**config.mk**
```make
export PLATFORM = sky130hd
export DESIGN_NAME = range_frame_speed_limiter_flat
export DESIGN_NICKNAME = d
export VERILOG_FILES = /design/src/sv/rfsl_pkg.sv /design/src/sv/rfsl_in_if.sv /design/src/sv/rfsl_out_if.sv /design/src/sv/rfsl_frame.sv /design/src/sv/range_frame_speed_limiter.sv /design/src/flat_wrapper.sv
export SDC_FILE = /design/constraint.sdc
export NUM_CORES = 1
export LEC_CHECK = 0
export BUFFER_PORTS_ARGS = -buffer_cell sky130_fd_sc_hd__clkbuf_2
export CAP_MARGIN = 0
export CORE_MARGIN = 2
export CORE_UTILIZATION = 45
export CTS_BUF_LIST = sky130_fd_sc_hd__clkbuf_16
export DETAILED_ROUTE_END_ITERATION = 10
export PLACE_DENSITY_LB_ADDON = 0.05
export SYNTH_ARGS = -nofsm -noshare
export SYNTH_HDL_FRONTEND = slang
export SYNTH_HIERARCHICAL = 1
export SYNTH_SLANG_ARGS = --single-unit
export TNS_END_PERCENT = 1
```
**constraint.sdc**
```tcl
create_clock -name clk -period 13.1 [get_ports clk]
set_input_delay 1.965 -clock clk [delete_from_list [all_inputs] [get_ports clk]]
set_output_delay 1.965 -clock clk [all_outputs]
set_load 0.02 [all_outputs]
```
**src/sv/rfsl_pkg.sv**
```systemverilog
// Shared types and constants of the range frame speed limiter.
// No dependencies; used by the interfaces, the frame decoder and the top level.
package rfsl_pkg;

  typedef logic [7:0]         byte_t;
  typedef logic [3:0]         pos_t;
  typedef logic [6:0]         speed_t;
  typedef logic signed [25:0] dist_t;
  typedef logic signed [8:0]  digit_t;

  // Byte positions inside an 11-byte frame
  localparam pos_t PosFirst    = 4'd0;
  localparam pos_t PosMeter0   = 4'd3;
  localparam pos_t PosMeter1   = 4'd4;
  localparam pos_t PosMeter2   = 4'd5;
  localparam pos_t PosMilli0   = 4'd7;
  localparam pos_t PosMilli1   = 4'd8;
  localparam pos_t PosMilli2   = 4'd9;
  localparam pos_t PosCheck    = 4'd10;
  localparam pos_t FrameLen    = 4'd11;

  localparam byte_t AsciiZero  = 8'h30;
  localparam byte_t AsciiE     = 8'h45;
  localparam byte_t AsciiR     = 8'h52;

  localparam dist_t  NearMm     = 26'sd300;
  localparam dist_t  MidMm      = 26'sd1000;
  localparam speed_t SpeedReset = 7'd100;

  // Frame decoder status toward the top level
  typedef struct packed {
    logic  last;       // current byte is the checksum byte
    logic  good;       // checksum matches
    logic  err;        // meter digits read ERR
    dist_t range_mm;   // decoded distance
  } frame_res_t;

endpackage

```
**src/sv/rfsl_in_if.sv**
```systemverilog
// Input channel of the range frame speed limiter: one rangefinder byte per beat.
// Depends on rfsl_pkg.
interface rfsl_in_if;
  logic            valid;
  logic            ready;
  rfsl_pkg::byte_t rx_byte;
  logic            frame_begin;

  modport source (output valid, output rx_byte, output frame_begin, input ready);
  modport sink   (input valid, input rx_byte, input frame_begin, output ready);
endinterface

```
**src/sv/rfsl_out_if.sv**
```systemverilog
// Result channel of the range frame speed limiter: one frame verdict per beat.
// Depends on rfsl_pkg.
interface rfsl_out_if;
  logic             valid;
  logic             ready;
  logic             frame_good;
  logic             range_error;
  rfsl_pkg::dist_t  distance_mm;
  rfsl_pkg::speed_t speed_target;

  modport source (output valid, output frame_good, output range_error,
                  output distance_mm, output speed_target, input ready);
  modport sink   (input valid, input frame_good, input range_error,
                  input distance_mm, input speed_target, output ready);
endinterface

```
**src/sv/rfsl_frame.sv**
```systemverilog
// Frame tracker: byte position, running checksum, ERR flag and distance digits.
// Depends on rfsl_pkg.
module rfsl_frame (
  input  logic                 clk,
  input  logic                 rst_n,
  input  logic                 step,
  input  rfsl_pkg::byte_t      rx_byte,
  input  logic                 frame_begin,
  output rfsl_pkg::frame_res_t res
);

  rfsl_pkg::pos_t  cnt_r, cnt_nxt;
  rfsl_pkg::byte_t sum_r, sum_nxt;
  rfsl_pkg::dist_t acc_r, acc_nxt;
  logic            err_r, err_nxt;

  rfsl_pkg::pos_t   pos;
  rfsl_pkg::digit_t digit;
  rfsl_pkg::dist_t  digit_ext;
  rfsl_pkg::dist_t  acc_x10;

  always_comb begin
    pos       = (frame_begin || cnt_r >= rfsl_pkg::FrameLen) ? rfsl_pkg::PosFirst : cnt_r;
    digit     = $signed({1'b0, rx_byte}) - $signed({1'b0, rfsl_pkg::AsciiZero});
    digit_ext = {{17{digit[8]}}, digit};
    // times ten as two shifts
    acc_x10   = (acc_r <<< 3) + (acc_r <<< 1);

    cnt_nxt = (pos == rfsl_pkg::PosCheck) ? rfsl_pkg::PosFirst : pos + 4'd1;
    sum_nxt = sum_r;
    acc_nxt = acc_r;
    err_nxt = err_r;

    if (pos == rfsl_pkg::PosFirst) begin
      sum_nxt = rx_byte;
    end else if (pos != rfsl_pkg::PosCheck) begin
      sum_nxt = sum_r + rx_byte;
    end

    // Horner over the six digits: meters first, millimeters last
    case (pos)
      rfsl_pkg::PosMeter0: begin
        acc_nxt = digit_ext;
        err_nxt = (rx_byte == rfsl_pkg::AsciiE);
      end
      rfsl_pkg::PosMeter1, rfsl_pkg::PosMeter2: begin
        acc_nxt = acc_x10 + digit_ext;
        err_nxt = err_r && (rx_byte == rfsl_pkg::AsciiR);
      end
      rfsl_pkg::PosMilli0, rfsl_pkg::PosMilli1, rfsl_pkg::PosMilli2: begin
        acc_nxt = acc_x10 + digit_ext;
      end
      default: begin
        acc_nxt = acc_r;
      end
    endcase

    res.last     = (pos == rfsl_pkg::PosCheck);
    res.good     = (rx_byte == (8'd0 - sum_r));
    res.err      = err_r;
    res.range_mm = acc_r;
  end

  always_ff @(posedge clk) begin
    if (!rst_n) begin
      cnt_r <= rfsl_pkg::PosFirst;
      sum_r <= '0;
    end else if (step) begin
      cnt_r <= cnt_nxt;
      sum_r <= sum_nxt;
    end
  end

  always_ff @(posedge clk) begin
    if (step) begin
      acc_r <= acc_nxt;
      err_r <= err_nxt;
    end
  end

`ifndef SYNTHESIS
  a_cnt_range: assert property (@(posedge clk) disable iff (!rst_n)
    cnt_r <= rfsl_pkg::PosCheck)
    else $error("frame position out of range");
`endif

endmodule

```
**src/sv/range_frame_speed_limiter.sv**
```systemverilog
// Range frame speed limiter top level, built on rfsl_frame and the channel interfaces.
// Depends on rfsl_pkg, rfsl_in_if, rfsl_out_if and rfsl_frame.
//
// Takes one rangefinder byte per cycle. A byte goes into an input register and is
// decoded in the following cycle; the result of a frame is loaded into the output
// register at the edge where its checksum byte leaves the input register, so the
// checksum beat passes the input register and then the output register. Throughput is
// one byte per cycle; only a checksum byte waits, and then only while the output
// register still holds an untaken result. max_speed (max_r) is to be written by the
// user via cfg_we/cfg_wdata only while no frame result is pending; not enforced here.
module range_frame_speed_limiter (
  input  logic             clk,
  input  logic             rst_n,
  input  logic             cfg_we,
  input  rfsl_pkg::speed_t cfg_wdata,
  rfsl_in_if.sink          in_ch,
  rfsl_out_if.source       out_ch
);

  // input register
  logic             s1_valid_r;
  rfsl_pkg::byte_t  s1_byte_r;
  logic             s1_begin_r;

  // result register
  logic             out_valid_r;
  logic             out_good_r;
  logic             out_err_r;
  rfsl_pkg::dist_t  out_dist_r;
  rfsl_pkg::speed_t out_speed_r;

  rfsl_pkg::speed_t max_r;
  rfsl_pkg::speed_t target_r;

  rfsl_pkg::frame_res_t fr;
  logic             out_free;
  logic             s1_go;
  logic             step;
  logic             done;
  logic             err_q;
  rfsl_pkg::dist_t  dist_q;
  rfsl_pkg::speed_t speed_new;
  rfsl_pkg::speed_t speed_show;

  rfsl_frame u_frame (
    .clk         (clk),
    .rst_n       (rst_n),
    .step        (step),
    .rx_byte     (s1_byte_r),
    .frame_begin (s1_begin_r),
    .res         (fr)
  );

  always_comb begin
    out_free    = !out_valid_r || out_ch.ready;
    s1_go       = !fr.last || out_free;
    step        = s1_valid_r && s1_go;
    done        = step && fr.last;
    in_ch.ready = !s1_valid_r || s1_go;

    err_q  = fr.good && fr.err;
    dist_q = (fr.good && !fr.err) ? fr.range_mm : '0;

    if (dist_q <= rfsl_pkg::NearMm) begin
      speed_new = '0;
    end else if (dist_q <= rfsl_pkg::MidMm) begin
      speed_new = max_r >> 1;
    end else begin
      speed_new = max_r;
    end
    speed_show = fr.good ? speed_new : target_r;
  end

  always_ff @(posedge clk) begin
    if (!rst_n) begin
      s1_valid_r  <= 1'b0;
      out_valid_r <= 1'b0;
      max_r       <= rfsl_pkg::SpeedReset;
      target_r    <= rfsl_pkg::SpeedReset;
    end else begin
      if (in_ch.ready) begin
        s1_valid_r <= in_ch.valid;
      end
      if (done) begin
        out_valid_r <= 1'b1;
      end else if (out_ch.ready) begin
        out_valid_r <= 1'b0;
      end
      if (done && fr.good) begin
        target_r <= speed_new;
      end
      if (cfg_we) begin
        max_r <= cfg_wdata;
      end
    end
  end

  always_ff @(posedge clk) begin
    if (in_ch.ready && in_ch.valid) begin
      s1_byte_r  <= in_ch.rx_byte;
      s1_begin_r <= in_ch.frame_begin;
    end
    if (done) begin
      out_good_r  <= fr.good;
      out_err_r   <= err_q;
      out_dist_r  <= dist_q;
      out_speed_r <= speed_show;
    end
  end

  assign out_ch.valid        = out_valid_r;
  assign out_ch.frame_good   = out_good_r;
  assign out_ch.range_error  = out_err_r;
  assign out_ch.distance_mm  = out_dist_r;
  assign out_ch.speed_target = out_speed_r;

`ifndef SYNTHESIS
  a_hold_check_byte: assert property (@(posedge clk) disable iff (!rst_n)
    (s1_valid_r && fr.last && out_valid_r && !out_ch.ready) |-> !in_ch.ready)
    else $error("checksum beat taken while result register is full");

  a_err_needs_good: assert property (@(posedge clk) disable iff (!rst_n)
    out_valid_r |-> (out_good_r || (!out_err_r && out_dist_r == '0)))
    else $error("bad frame result carries range data");

  a_bad_keeps_speed: assert property (@(posedge clk) disable iff (!rst_n)
    (done && !fr.good) |=> (target_r == $past(target_r)))
    else $error("bad frame changed the target speed");

  a_result_speed: assert property (@(posedge clk) disable iff (!rst_n)
    done |=> (out_speed_r == target_r))
    else $error("result speed differs from kept target");
`endif

endmodule
```
**src/flat_wrapper.sv**
```systemverilog
// flat-port wrapper written by rule: the top's interface ports become plain ports
module range_frame_speed_limiter_flat 
  (clk, rst_n, cfg_we, cfg_wdata, in_ch_valid, in_ch_rx_byte, in_ch_frame_begin, in_ch_ready, out_ch_valid, out_ch_frame_good, out_ch_range_error, out_ch_distance_mm, out_ch_speed_target, out_ch_ready);
  rfsl_in_if in_ch_i ();
  rfsl_out_if out_ch_i ();
  input  logic clk;
  input  logic rst_n;
  input  logic cfg_we;
  input  rfsl_pkg::speed_t cfg_wdata;
  input wire logic [$bits(in_ch_i.valid)-1:0] in_ch_valid;
  input wire logic [$bits(in_ch_i.rx_byte)-1:0] in_ch_rx_byte;
  input wire logic [$bits(in_ch_i.frame_begin)-1:0] in_ch_frame_begin;
  output wire logic [$bits(in_ch_i.ready)-1:0] in_ch_ready;
  output wire logic [$bits(out_ch_i.valid)-1:0] out_ch_valid;
  output wire logic [$bits(out_ch_i.frame_good)-1:0] out_ch_frame_good;
  output wire logic [$bits(out_ch_i.range_error)-1:0] out_ch_range_error;
  output wire logic [$bits(out_ch_i.distance_mm)-1:0] out_ch_distance_mm;
  output wire logic [$bits(out_ch_i.speed_target)-1:0] out_ch_speed_target;
  input wire logic [$bits(out_ch_i.ready)-1:0] out_ch_ready;
  assign in_ch_i.valid = in_ch_valid;
  assign in_ch_i.rx_byte = in_ch_rx_byte;
  assign in_ch_i.frame_begin = in_ch_frame_begin;
  assign in_ch_ready = in_ch_i.ready;
  assign out_ch_valid = out_ch_i.valid;
  assign out_ch_frame_good = out_ch_i.frame_good;
  assign out_ch_range_error = out_ch_i.range_error;
  assign out_ch_distance_mm = out_ch_i.distance_mm;
  assign out_ch_speed_target = out_ch_i.speed_target;
  assign out_ch_i.ready = out_ch_ready;
  range_frame_speed_limiter u_core (.clk(clk), .rst_n(rst_n), .cfg_we(cfg_we), .cfg_wdata(cfg_wdata), .in_ch(in_ch_i), .out_ch(out_ch_i));
endmodule
```
==> results of run 1 <==
critical path, delay by kind of cell:
kind / cells / cell delay, ns
buffers and inverters: 2 / 0.26
AND/OR/NAND/NOR: 2 / 0.49
cells by family (layout without fill, tap and decap cells):
kind of cell	count (synthesis)	after routing	share of synthesized area [%]
and+or+nand+nor	180	180	16.2
AOI/OAI and AO/OA	159	159	16.5
DFF	99	99	41.9
adders and majority gates	60	60	14.5
buffers and inverters	46	101	2.98
xor gates and xnor gates	36	36	4.91
muxes	19	19	3.04
worst max path at each step:
stage	startpoint	to	slack [ns]
floorplan	u_core/s1_byte_r[4]	u_core/u_frame/acc_r[19]	8.15
global placement	out_ch_ready	in_ch_ready	8.45
detailed placement	out_ch_ready	in_ch_ready	8.42
CTS	out_ch_ready	in_ch_ready	8.41
global route	out_ch_ready	in_ch_ready	8.32
finish	out_ch_ready	in_ch_ready	8.42
final cells by class:
class	instances	area, um2
Clock buffer	10	250
Clock inverter	6	32.5
Fill cell	1305	6760
Inverter	23	86.3
Multi-Input combinational cell	454	3560
Sequential cell	99	2690
Tap cell	180	225
Timing Repair Buffer	62	323
flip-flops by register name (all words and copies together) (netlist names):
name	cells
u_core/max_r	7
u_core/out_ch.distance_mm	26
u_core/out_ch.frame_good	1
u_core/out_ch.range_error	1
u_core/out_ch.speed_target	7
u_core/out_ch.valid	1
u_core/s1_begin_r	1
u_core/s1_byte_r	8
u_core/s1_valid_r	1
u_core/target_r	7
u_core/u_frame/acc_r	26
u_core/u_frame/cnt_r	4
u_core/u_frame/err_r	1
u_core/u_frame/sum_r	8
cells in the mapped netlist (3+ instances only):
master | instances | area, um2
inv_1 | 22 | 82.6
xnor2_1 | 18 | 158
dfxtp_1 | 28 | 561
nand2_1 | 47 | 176
and3_1 | 5 | 31.3
nor3_1 | 12 | 60.1
o21ai_1 | 11 | 55.1
and2_1 | 28 | 175
nand3b_1 | 3 | 22.5
o211a_1 | 6 | 60.1
o21a_1 | 3 | 22.5
xor2_1 | 18 | 158
a21o_1 | 6 | 45.0
nor4_1 | 3 | 18.8
o21ai_0 | 31 | 155
nor2_1 | 22 | 82.6
edfxtp_1 | 71 | 2130
a211oi_1 | 8 | 60.1
nand3_1 | 14 | 70.1
o22ai_1 | 7 | 43.8
fa_1 | 24 | 480
a21oi_1 | 38 | 190
nor2b_1 | 9 | 56.3
o31a_1 | 3 | 26.3
nand2b_1 | 6 | 37.5
o21bai_1 | 4 | 30.0
o211ai_1 | 10 | 75.1
nor3b_1 | 4 | 30.0
buf_2 | 9 | 45.0
ha_1 | 36 | 450
mux2i_1 | 15 | 150
nor4_2 | 3 | 37.5
o31ai_1 | 4 | 30.0
mux2_2 | 4 | 45.0
a31oi_1 | 10 | 62.6
clkbuf_1 | 12 | 45.0
where the power goes:
group,total [mW],switching (mW),leakage (nW),internal (mW)
logic,0.140,0.0814,1.83,0.0588
registers,0.351,0.0107,0.963,0.341
clock network,0.250,0.112,0.152,0.139
through the flow:
stage	setup slack (ns)	std cells	hold slack, ns	util (%)
after floorplan	8.15	599	0.425	-
after CTS	8.41	834	0.454	51.5
after global placement	8.45	818	0.434	49.5
after global routing	8.32	834	0.472	51.5
final	8.42	834	0.449	51.5
after detailed placement	8.42	818	0.445	49.5
per-layer routing:
layer / wire [um] / up-vias / GRT usage [%]
met1: 7390 / 2250 / 30.8
met3: 640 / 11 / 3.41
li1: - / 2319 / -
met5: 0 / - / 0
met2: 6000 / 115 / 29.3
met4: 150 / 0 / 5.11
==> reports/results.tsv, run 1 <==
metric	value	unit
Cells after Synth	599	
type of origin of the critical path	input port	
CORE AREA	13900	um2
Hold Crit Class	reg -> reg	
Synthesized Nets	680	
Cell Pwr Density	103	nW/um2
Final Skew	0.00591	ns
Site Rows	43	
H-tree levels	3	
routed len/inst	17.0	um
slew margin rel.	26.4	%
mean post-synth cell area	10.7	um2
cells on worst reg2reg path	12	
first-pass GRT wire length	23300	um
Die Ht	124	um
number of CTS-inserted buffers	9	
MaxCap Viol Count	0	
unrepaired setup endpoints after global routing	no	
pin count of the biggest net entering global routing	38	
vias in the first global route	4453	
FF-to-FF End	u_core/u_frame/acc_r[23]	
Leak	2.94	nW
worst hold endpoint	u_core/target_r[0]	
GP Congestion	0.845	
Pre-antenna DRT Iters	5	
fin crit period	4.68	ns
vias	4695	
# clock sinks	99	
worst-path cell chain	clkbuf_2 > nor2b_1 > nand3_1 > clkbuf_2	
hold_sp	u_core/target_r[0]	
post-route ant nets	0	
CP max stage delay	0.34	ns
DRT iter0 DRCs	349	
outcome	complete, no violations	
CTS tree	done	
DRC	0	
fmax	214	MHz
I/O Pins	58	
Skew-Pair Late Insertion Delay	0.34	ns
total power	0.742	mW
post-route cell area	7170	um2
commonest non-fill, non-tap cell in the layout	edfxtp_1	
post_cts resized	0	
initial antenna violation count	0	
leading cell types in the layout, fill and taps excluded	71 x edfxtp_1, 57 x clkbuf_2, 47 x nand2_1	
Post-Syn Area	6430	um2
Cell variety after synth	70	
Crit path arrival time	2.72	ns
register area share after synthesis	41.9	%
RR Startpoint	u_core/s1_byte_r[4]	
Critical Path RT	11.14	ns
worst vdd ir	0.0000741	V
Final #Nets	730	
critical path's slowest cell	nor2b_1	
Initial Util	46.1	%
FF+latch count, synth	99	
die span in x	124	um
Post-DP Area	6890	um2
Vias/cell	5.63	
period utilization	35.7	%
Clock transition at path regs	0.06	ns
Pins Over Slew Limit	0	
All-Layer GR Usage	20.1	%
Overflow after GRT	0	
CP Max Fanout	5	
number of cells on the worst hold path	2	
worst slew pin tran	1.10	ns
Post-synth EDFFs	71	
CTS Hold Buffers Added	0	
clk root buf	clkbuf_16	
Yosys warnings	6	
crit-path most repeated cell	clkbuf_2	
Port Buf Inserts	57	
Die Area	15300	um2
ys flop type	edfxtp_1	
share of flip-flops with an asynchronous set or reset	0	%
area grow syn2layout	11.6	%
Final setup viols	0	
crit path capture type	output port	
Setup Buffers After CTS	0	
layout cell share with drive strength beyond 1	16.2	%
Setup TNS	0	ns
r2r setup slk	9.23	ns
Final Hold Viols	0	
CTS Buffer Depth	2	
HPWL Detailed	10900	um
ant diodes	0	
Setup CP Type	in -> out	
routed wire length	14200	um
Note: power is estimated with default switching activity, not from simulation.
==> run 2: changes to the inputs <==
==> constraint.sdc (replaced) <==
create_clock -name clk -period 4.4 [get_ports clk]
set_input_delay 0.66 -clock clk [delete_from_list [all_inputs] [get_ports clk]]
set_output_delay 0.66 -clock clk [all_outputs]
set_load 0.02 [all_outputs]
==> run 2 against run 1 <==
Clock power rose to 3.1 times the previous value; die area unchanged; sequential cell count unchanged; sequential share of layout area down 0.14 points; critical path depth up 8; highest routed layer unchanged.
==> reports/results.tsv, run 2 (synthesis results as in run 1) <==
metric	value	unit	change
CTS tree	done		unchanged
# clock sinks	99		unchanged
Site Rows	43		unchanged
multi-input logic area	3570	um2	was 3560 um2
FF-to-FF End	u_core/u_frame/acc_r[19]		was u_core/u_frame/acc_r[23]
area grow syn2layout	12.0	%	was 11.6%
Crit path arrival time	3.88	ns	was 2.72 ns
final worst slack	0.589	ns	was 8.42 ns
Logic pwr share	18.8	%	was 18.9%
number of CTS-inserted buffers	9		unchanged
Overflow after GRT	0		unchanged
Internal	1.63	mW	was 0.538 mW
layout cell share with drive strength beyond 1	16.5	%	was 16.2%
Pre-antenna DRT Iters	5		unchanged
DRT iter0 DRCs	347		was 349
type of origin of the critical path	flip-flop		was input port
initial antenna violation count	0		unchanged
GP Congestion	0.943		was 0.845
CORE AREA	13900	um2	unchanged
CP endpoint	u_core/u_frame/acc_r[19]		was in_ch_ready
Final setup viols	0		unchanged
unrepaired setup endpoints after global routing	no		unchanged
post-route ant nets	0		unchanged
Die Ht	124	um	unchanged
Clock transition at path regs	0.07	ns	was 0.06 ns
Final Skew	0.00755	ns	was 0.00591 ns
RR Startpoint	u_core/s1_byte_r[4]		unchanged
Filler cells	1268		was 1,305
period utilization	86.6	%	
CTS Hold Buffers Added	0		unchanged
HPWL Detailed	11200	um	was 10,900 um
outcome	complete, no violations		unchanged
MaxCap Viol Count	0		unchanged
Place WS	0.653	ns	was 8.42 ns
Skew-Pair Late Insertion Delay	0.35	ns	was 0.34 ns
Setup TNS	0	ns	unchanged
crit path capture type	flip-flop		was output port
fmax	262	MHz	
Final Hold Viols	0		unchanged
sequential share of power	46.5	%	was 47.3%
commonest non-fill, non-tap cell in the layout	edfxtp_1		unchanged
clk root buf	clkbuf_16		unchanged
Hold Crit Class	reg -> reg		unchanged
All-Layer GR Usage	21.1	%	was 20.1%
cells on worst reg2reg path	12		unchanged
total power	2.25	mW	was 0.742 mW
Worst Setup SP	u_core/s1_byte_r[4]		was out_ch_ready
Port Buf Inserts	57		unchanged
DRC	0		unchanged
hold_sp	u_core/target_r[1]		was u_core/target_r[0]
slew margin rel.	24.1	%	was 26.4%
number of cells on the worst hold path	2		unchanged
die span in x	124	um	unchanged
routed len/inst	17.9	um	was 17.0 um
Pins Over Slew Limit	0		unchanged
fin crit period	3.81	ns	
Leak	2.96	nW	was 2.94 nW
post_cts resized	0		unchanged
CTS Buffer Depth	2		unchanged
Net Sw Frac	27.7	%	was 27.5%
Critical Path RT	4.46	ns	was 11.14 ns
Vias/cell	5.72		was 5.63
leading cell types in the layout, fill and taps excluded	71 x edfxtp_1, 57 x clkbuf_2, 47 x nand2_1		unchanged
Cell Pwr Density	312	nW/um2	was 103 nW/um2
r2r setup slk	0.59	ns	was 9.23 ns
worst vdd ir	0.000216	V	was 0.0000741 V
vias in the first global route	4658		was 4,453
Final #Nets	732		was 730
vias	4784		was 4,695
Die Area	15300	um2	unchanged
Setup CP Type	reg -> reg		was in -> out
Sw Pwr	0.622	mW	was 0.204 mW
pin count of the biggest net entering global routing	38		unchanged
first-pass GRT wire length	24500	um	was 23,300 um
ant diodes	0		unchanged
Storage cell area	2690	um2	unchanged
Setup Buffers After CTS	0		unchanged
clock power share	34.7	%	was 33.8%
Initial Util	46.1	%	unchanged
CP Max Fanout	19		was 5
routed wire length	15000	um	was 14,200 um
I/O Pins	58		unchanged
utilization after layout	51.7	%	was 51.5%
worst slew pin tran	1.13	ns	was 1.10 ns
H-tree levels	3		unchanged
## run 2: power groups by stage
stage | combinational (mW) | sequential [mW] | clock, mW
after detailed placement | 0.413 | 1.07 | 0
after CTS | 0.418 | 1.05 | 0.805
after global placement | 0.411 | 1.07 | 0
after floorplan | 0.326 | 1.05 | 0
final | 0.422 | 1.05 | 0.781
after global routing | 0.472 | 1.05 | 0.836
## run 2: worst min path at each step
stage / slack, ns / endpoint
after floorplan: 0.43 / u_core/target_r[0]
after global placement: 0.43 / u_core/target_r[3]
after detailed placement: 0.44 / u_core/target_r[1]
after CTS: 0.45 / u_core/target_r[1]
after global routing: 0.46 / u_core/target_r[0]
final: 0.45 / u_core/target_r[1]
## run 2: area by class of cell
cell class              instances  area share (%)
well taps                     180            3.13
repair buffers                 64            4.69
clock inverters                 7           0.869
flip-flops and latches         99            37.4
clock buffers                   9            3.13
inverters                      23            1.20
multi-input cells             454            49.6
## run 2: routing by layer
metal	routed length (um)	track usage, %	up-vias
li1	-	-	2321
met1	7570	31.5	2313
met2	6570	31.6	137
met3	690	3.37	13
met4	144	6.18	0
met5	0	0	-
## run 2: stage by stage
stage	std cells	instance area, um2	hold slack (ns)
finish	836	7200	0.453
global route	836	7200	0.462
CTS	836	7200	0.449
detailed placement	820	6910	0.439
global placement	820	6910	0.433
floorplan	599	6430	0.425
## run 2: worst max-delay path, cell delays in order (launching register included)
cell	delay [ns]
edfxtp_1	0.51
ha_1	0.31
nor3_4	0.11
buf_4	0.32
fa_1	0.48
ha_1	0.44
a21oi_1	0.31
o211ai_1	0.14
o21ai_0	0.15
nand2_1	0.15
a311oi_2	0.32
xor2_1	0.18
o21ai_1	0.09
==> run 3: changes to the inputs <==
--- a/config.mk
+++ b/config.mk
@@ -5,6 +5,7 @@
 export SDC_FILE = /design/constraint.sdc
 export NUM_CORES = 1
 export LEC_CHECK = 0
+export ABC_AREA = 1
 export BUFFER_PORTS_ARGS = -buffer_cell sky130_fd_sc_hd__clkbuf_2
 export CAP_MARGIN = 0
 export CORE_MARGIN = 2
==> run 3 against run 2 <==
Clock-buffer cell count unchanged; hold slack gained 0.018 ns; utilization shrank 0.54 points; clock skew is 0.0062 ns higher; global-route usage fell by 0.34 points; sequential cell count stayed put; register-to-register slack gained 0.49 ns.
==> reports/results.tsv, run 3 <==
metric	value	unit	change
fin crit period	3.33	ns	was 3.81 ns
number of cells on the worst hold path	1		was 2
Initial Util	46.0	%	was 46.1%
share of flip-flops with an asynchronous set or reset	0	%	unchanged
ant diodes	0		unchanged
Yosys warnings	6		unchanged
CORE AREA	15900	um2	was 13,900 um2
Hold Crit Class	in -> reg		was reg -> reg
Die Area	17300	um2	was 15,300 um2
area fraction of the dominant cell type after synthesis	29.2	%	was 33.2%
Port Buf Inserts	57		unchanged
Post-synth EDFFs	71		unchanged
adder-cell share of the synthesized area	12.7	%	was 14.5%
GP Congestion	0.926		was 0.943
Leak	4.18	nW	was 2.96 nW
Post-Syn Area	7310	um2	was 6430 um2
Setup TNS	0	ns	unchanged
CP Max Fanout	20		was 19
I/O Pins	58		unchanged
type of origin of the critical path	flip-flop		unchanged
Placed Cells	1221		was 820
Overflow after GRT	0		unchanged
first-pass GRT wire length	28800	um	was 24,500 um
Site Rows	46		was 43
Final #Nets	1097		was 732
crit path capture type	flip-flop		unchanged
Vias/cell	4.82		was 5.72
Finished Layout Cells	1237		was 836
MaxCap Viol Count	0		unchanged
Post-Synth XOR/XNOR Area	2.64	%	was 4.91%
synth top area cells	edfxtp_1 29%, nand2_1 15%, inv_1 8.6%		was edfxtp_1 33%, dfxtp_1 8.7%, fa_1 7.5%
commonest non-fill, non-tap cell in the layout	nand2_1		was edfxtp_1
Final Hold Viols	0		unchanged
routed wire length	17200	um	was 15,000 um
largest family of logic cells by synthesized area	simple AND/OR/NAND/NOR gates		was compound AO/OA/AOI/OAI gates
vias in the first global route	5651		was 4,658
mux share of post-synthesis cell area	0	%	was 3.04%
routed len/inst	13.9	um	was 17.9 um
Setup CP Type	reg -> reg		unchanged
Skew-Pair Late Insertion Delay	0.36	ns	was 0.35 ns
slew margin rel.	40.5	%	was 24.1%
Cell variety after synth	41		was 70
leading cell types in the layout, fill and taps excluded	286 x nand2_1, 167 x inv_1, 71 x edfxtp_1		was 71 x edfxtp_1, 57 x clkbuf_2, 47 x nand2_1
worst vdd ir	0.000175	V	was 0.000216 V
CTS Hold Buffers Added	0		unchanged
area grow syn2layout	11.1	%	was 12.0%
CTS tree	done		unchanged
DRC	0		unchanged
cells on worst reg2reg path	13		was 12
worst slew pin tran	0.889	ns	was 1.13 ns
worst hold endpoint	u_core/s1_byte_r[0]		was u_core/target_r[1]
Pre-antenna DRT Iters	5		unchanged
Worst Setup SP	u_core/s1_byte_r[4]		unchanged
outcome	complete, no violations		unchanged
Die Ht	131	um	was 124 um
Clock transition at path regs	0.08	ns	was 0.07 ns
HPWL Detailed	13800	um	was 11,200 um
most area-hungry cell type in the Yosys netlist	edfxtp_1		unchanged
most instantiated cells after synthesis	286 x nand2_1, 167 x inv_1, 71 x edfxtp_1, 70 x nor2_1, 69 x nand3_1		was 71 x edfxtp_1, 47 x nand2_1, 38 x a21oi_1, 36 x ha_1, 31 x o21ai_0
Filler cells	1621		was 1,268
Cells after Synth	957		was 599
register area share after synthesis	36.8	%	was 41.9%
CTS Buffer Depth	2		unchanged
clk root buf	clkbuf_16		unchanged
unrepaired setup endpoints after global routing	no		unchanged
utilization after layout	51.1	%	was 51.7%
layout cell share with drive strength beyond 1	13.0	%	was 16.5%
die span in x	131	um	was 124 um
Synthesized Nets	1038		was 680
Crit path arrival time	3.41	ns	was 3.88 ns
FF+latch count, synth	99		unchanged
mean post-synth cell area	7.64	um2	was 10.7 um2
pin count of the biggest net entering global routing	34		was 38
fmax	301	MHz	was 262 MHz
number of CTS-inserted buffers	9		unchanged
All-Layer GR Usage	20.8	%	was 21.1%
# clock sinks	99		unchanged
post_cts resized	0		unchanged
Critical Path RT	4.49	ns	was 4.46 ns
FF-to-FF End	u_core/u_frame/acc_r[16]		was u_core/u_frame/acc_r[19]
Setup Buffers After CTS	0		unchanged
Pins Over Slew Limit	0		unchanged
Cell Pwr Density	291	nW/um2	was 312 nW/um2
post-route ant nets	0		unchanged
H-tree levels	3		unchanged
top-count cell post-synth	nand2_1		was edfxtp_1
Final setup viols	0		unchanged
Post-Synth Simple-Gate Area	29.9	%	was 16.2%
r2r setup slk	1.07	ns	was 0.59 ns
hold_sp	in_ch_rx_byte[0]		was u_core/target_r[1]
vias	5965		was 4,784
ys flop type	edfxtp_1		unchanged
Final Skew	0.0138	ns	was 0.00755 ns
DRT iter0 DRCs	378		was 347
period utilization	75.6	%	was 86.6%
Synth Area in Compound Gates	7.67	%	was 16.5%
RR Startpoint	u_core/s1_byte_r[4]		unchanged
initial antenna violation count	0		unchanged
total power	2.37	mW	was 2.25 mW
==> run 3: cell types whose count changed after synthesis, moves of 10 or more <==
cell | previous run | this run
nand2_1 | 47 | 286
nor2_1 | 22 | 70
nand3_2 | 0 | 10
mux2i_1 | 15 | 0
nand2_2 | 1 | 11
nand4_1 | 2 | 17
and2_1 | 28 | 1
nand3_1 | 14 | 69
inv_1 | 22 | 167
==> run 3: layer usage <==
layer  global-route usage, %  share of wire (%)
met1                    32.4                 54
met3                    3.59                4.6
met5                       0                  0
met4                    5.31               0.98
met2                    29.6                 41
==> run 3: kinds of logic after synthesis <==
kind of cell,after synthesis
AOI/OAI and AO/OA,99
xor gates and xnor gates,22
adders and majority gates,60
buffers and inverters,188
DFF,99
and+or+nand+nor,489
==> run 3: worst max-delay path, cell delays in order, from the launching register on <==
cell      delay (ns)
edfxtp_1        0.48
ha_1            0.29
nor3_4          0.11
buf_4           0.32
fa_1            0.49
ha_1            0.37
nand2_1         0.16
inv_1           0.07
a21oi_1         0.25
nand2_1         0.13
inv_1           0.07
nand2_1         0.11
nor2_1          0.11
o21ai_1         0.08
==> run 3: through the flow <==
stage	hold slack, ns	setup WS [ns]	instance area, um2
after floorplan	0.434	0.739	7310
after global placement	0.455	1.10	7820
after detailed placement	0.458	1.09	7820
after CTS	0.462	1.08	8120
after global routing	0.464	0.830	8120
final	0.471	1.07	8120
==> run 3: where the power goes <==
group	switching, mW	leakage [nW]	internal, mW
sequential	0.0230	0.966	1.01
clock	0.398	0.148	0.404
combinational	0.338	3.07	0.188
total	0.760	4.18	1.61
==> run 3: area by class of cell <==
class | instances | area, um2 | share of cell area, %
Inverter | 174 | 656 | 8.07
Tap cell | 216 | 270 | 3.33
Clock buffer | 9 | 225 | 2.77
Sequential cell | 99 | 2690 | 33.1
Clock inverter | 7 | 78.8 | 0.970
Multi-Input combinational cell | 670 | 3880 | 47.7
Timing Repair Buffer | 62 | 323 | 3.97
==> run 3: worst max path at each step <==
stage                                     to  slack [ns]
CTS                 u_core/u_frame/acc_r[16]        1.08
global placement    u_core/u_frame/acc_r[19]        1.10
detailed placement  u_core/u_frame/acc_r[19]        1.09
finish              u_core/u_frame/acc_r[16]        1.07
global route        u_core/u_frame/acc_r[19]        0.83
floorplan           u_core/u_frame/acc_r[18]        0.74
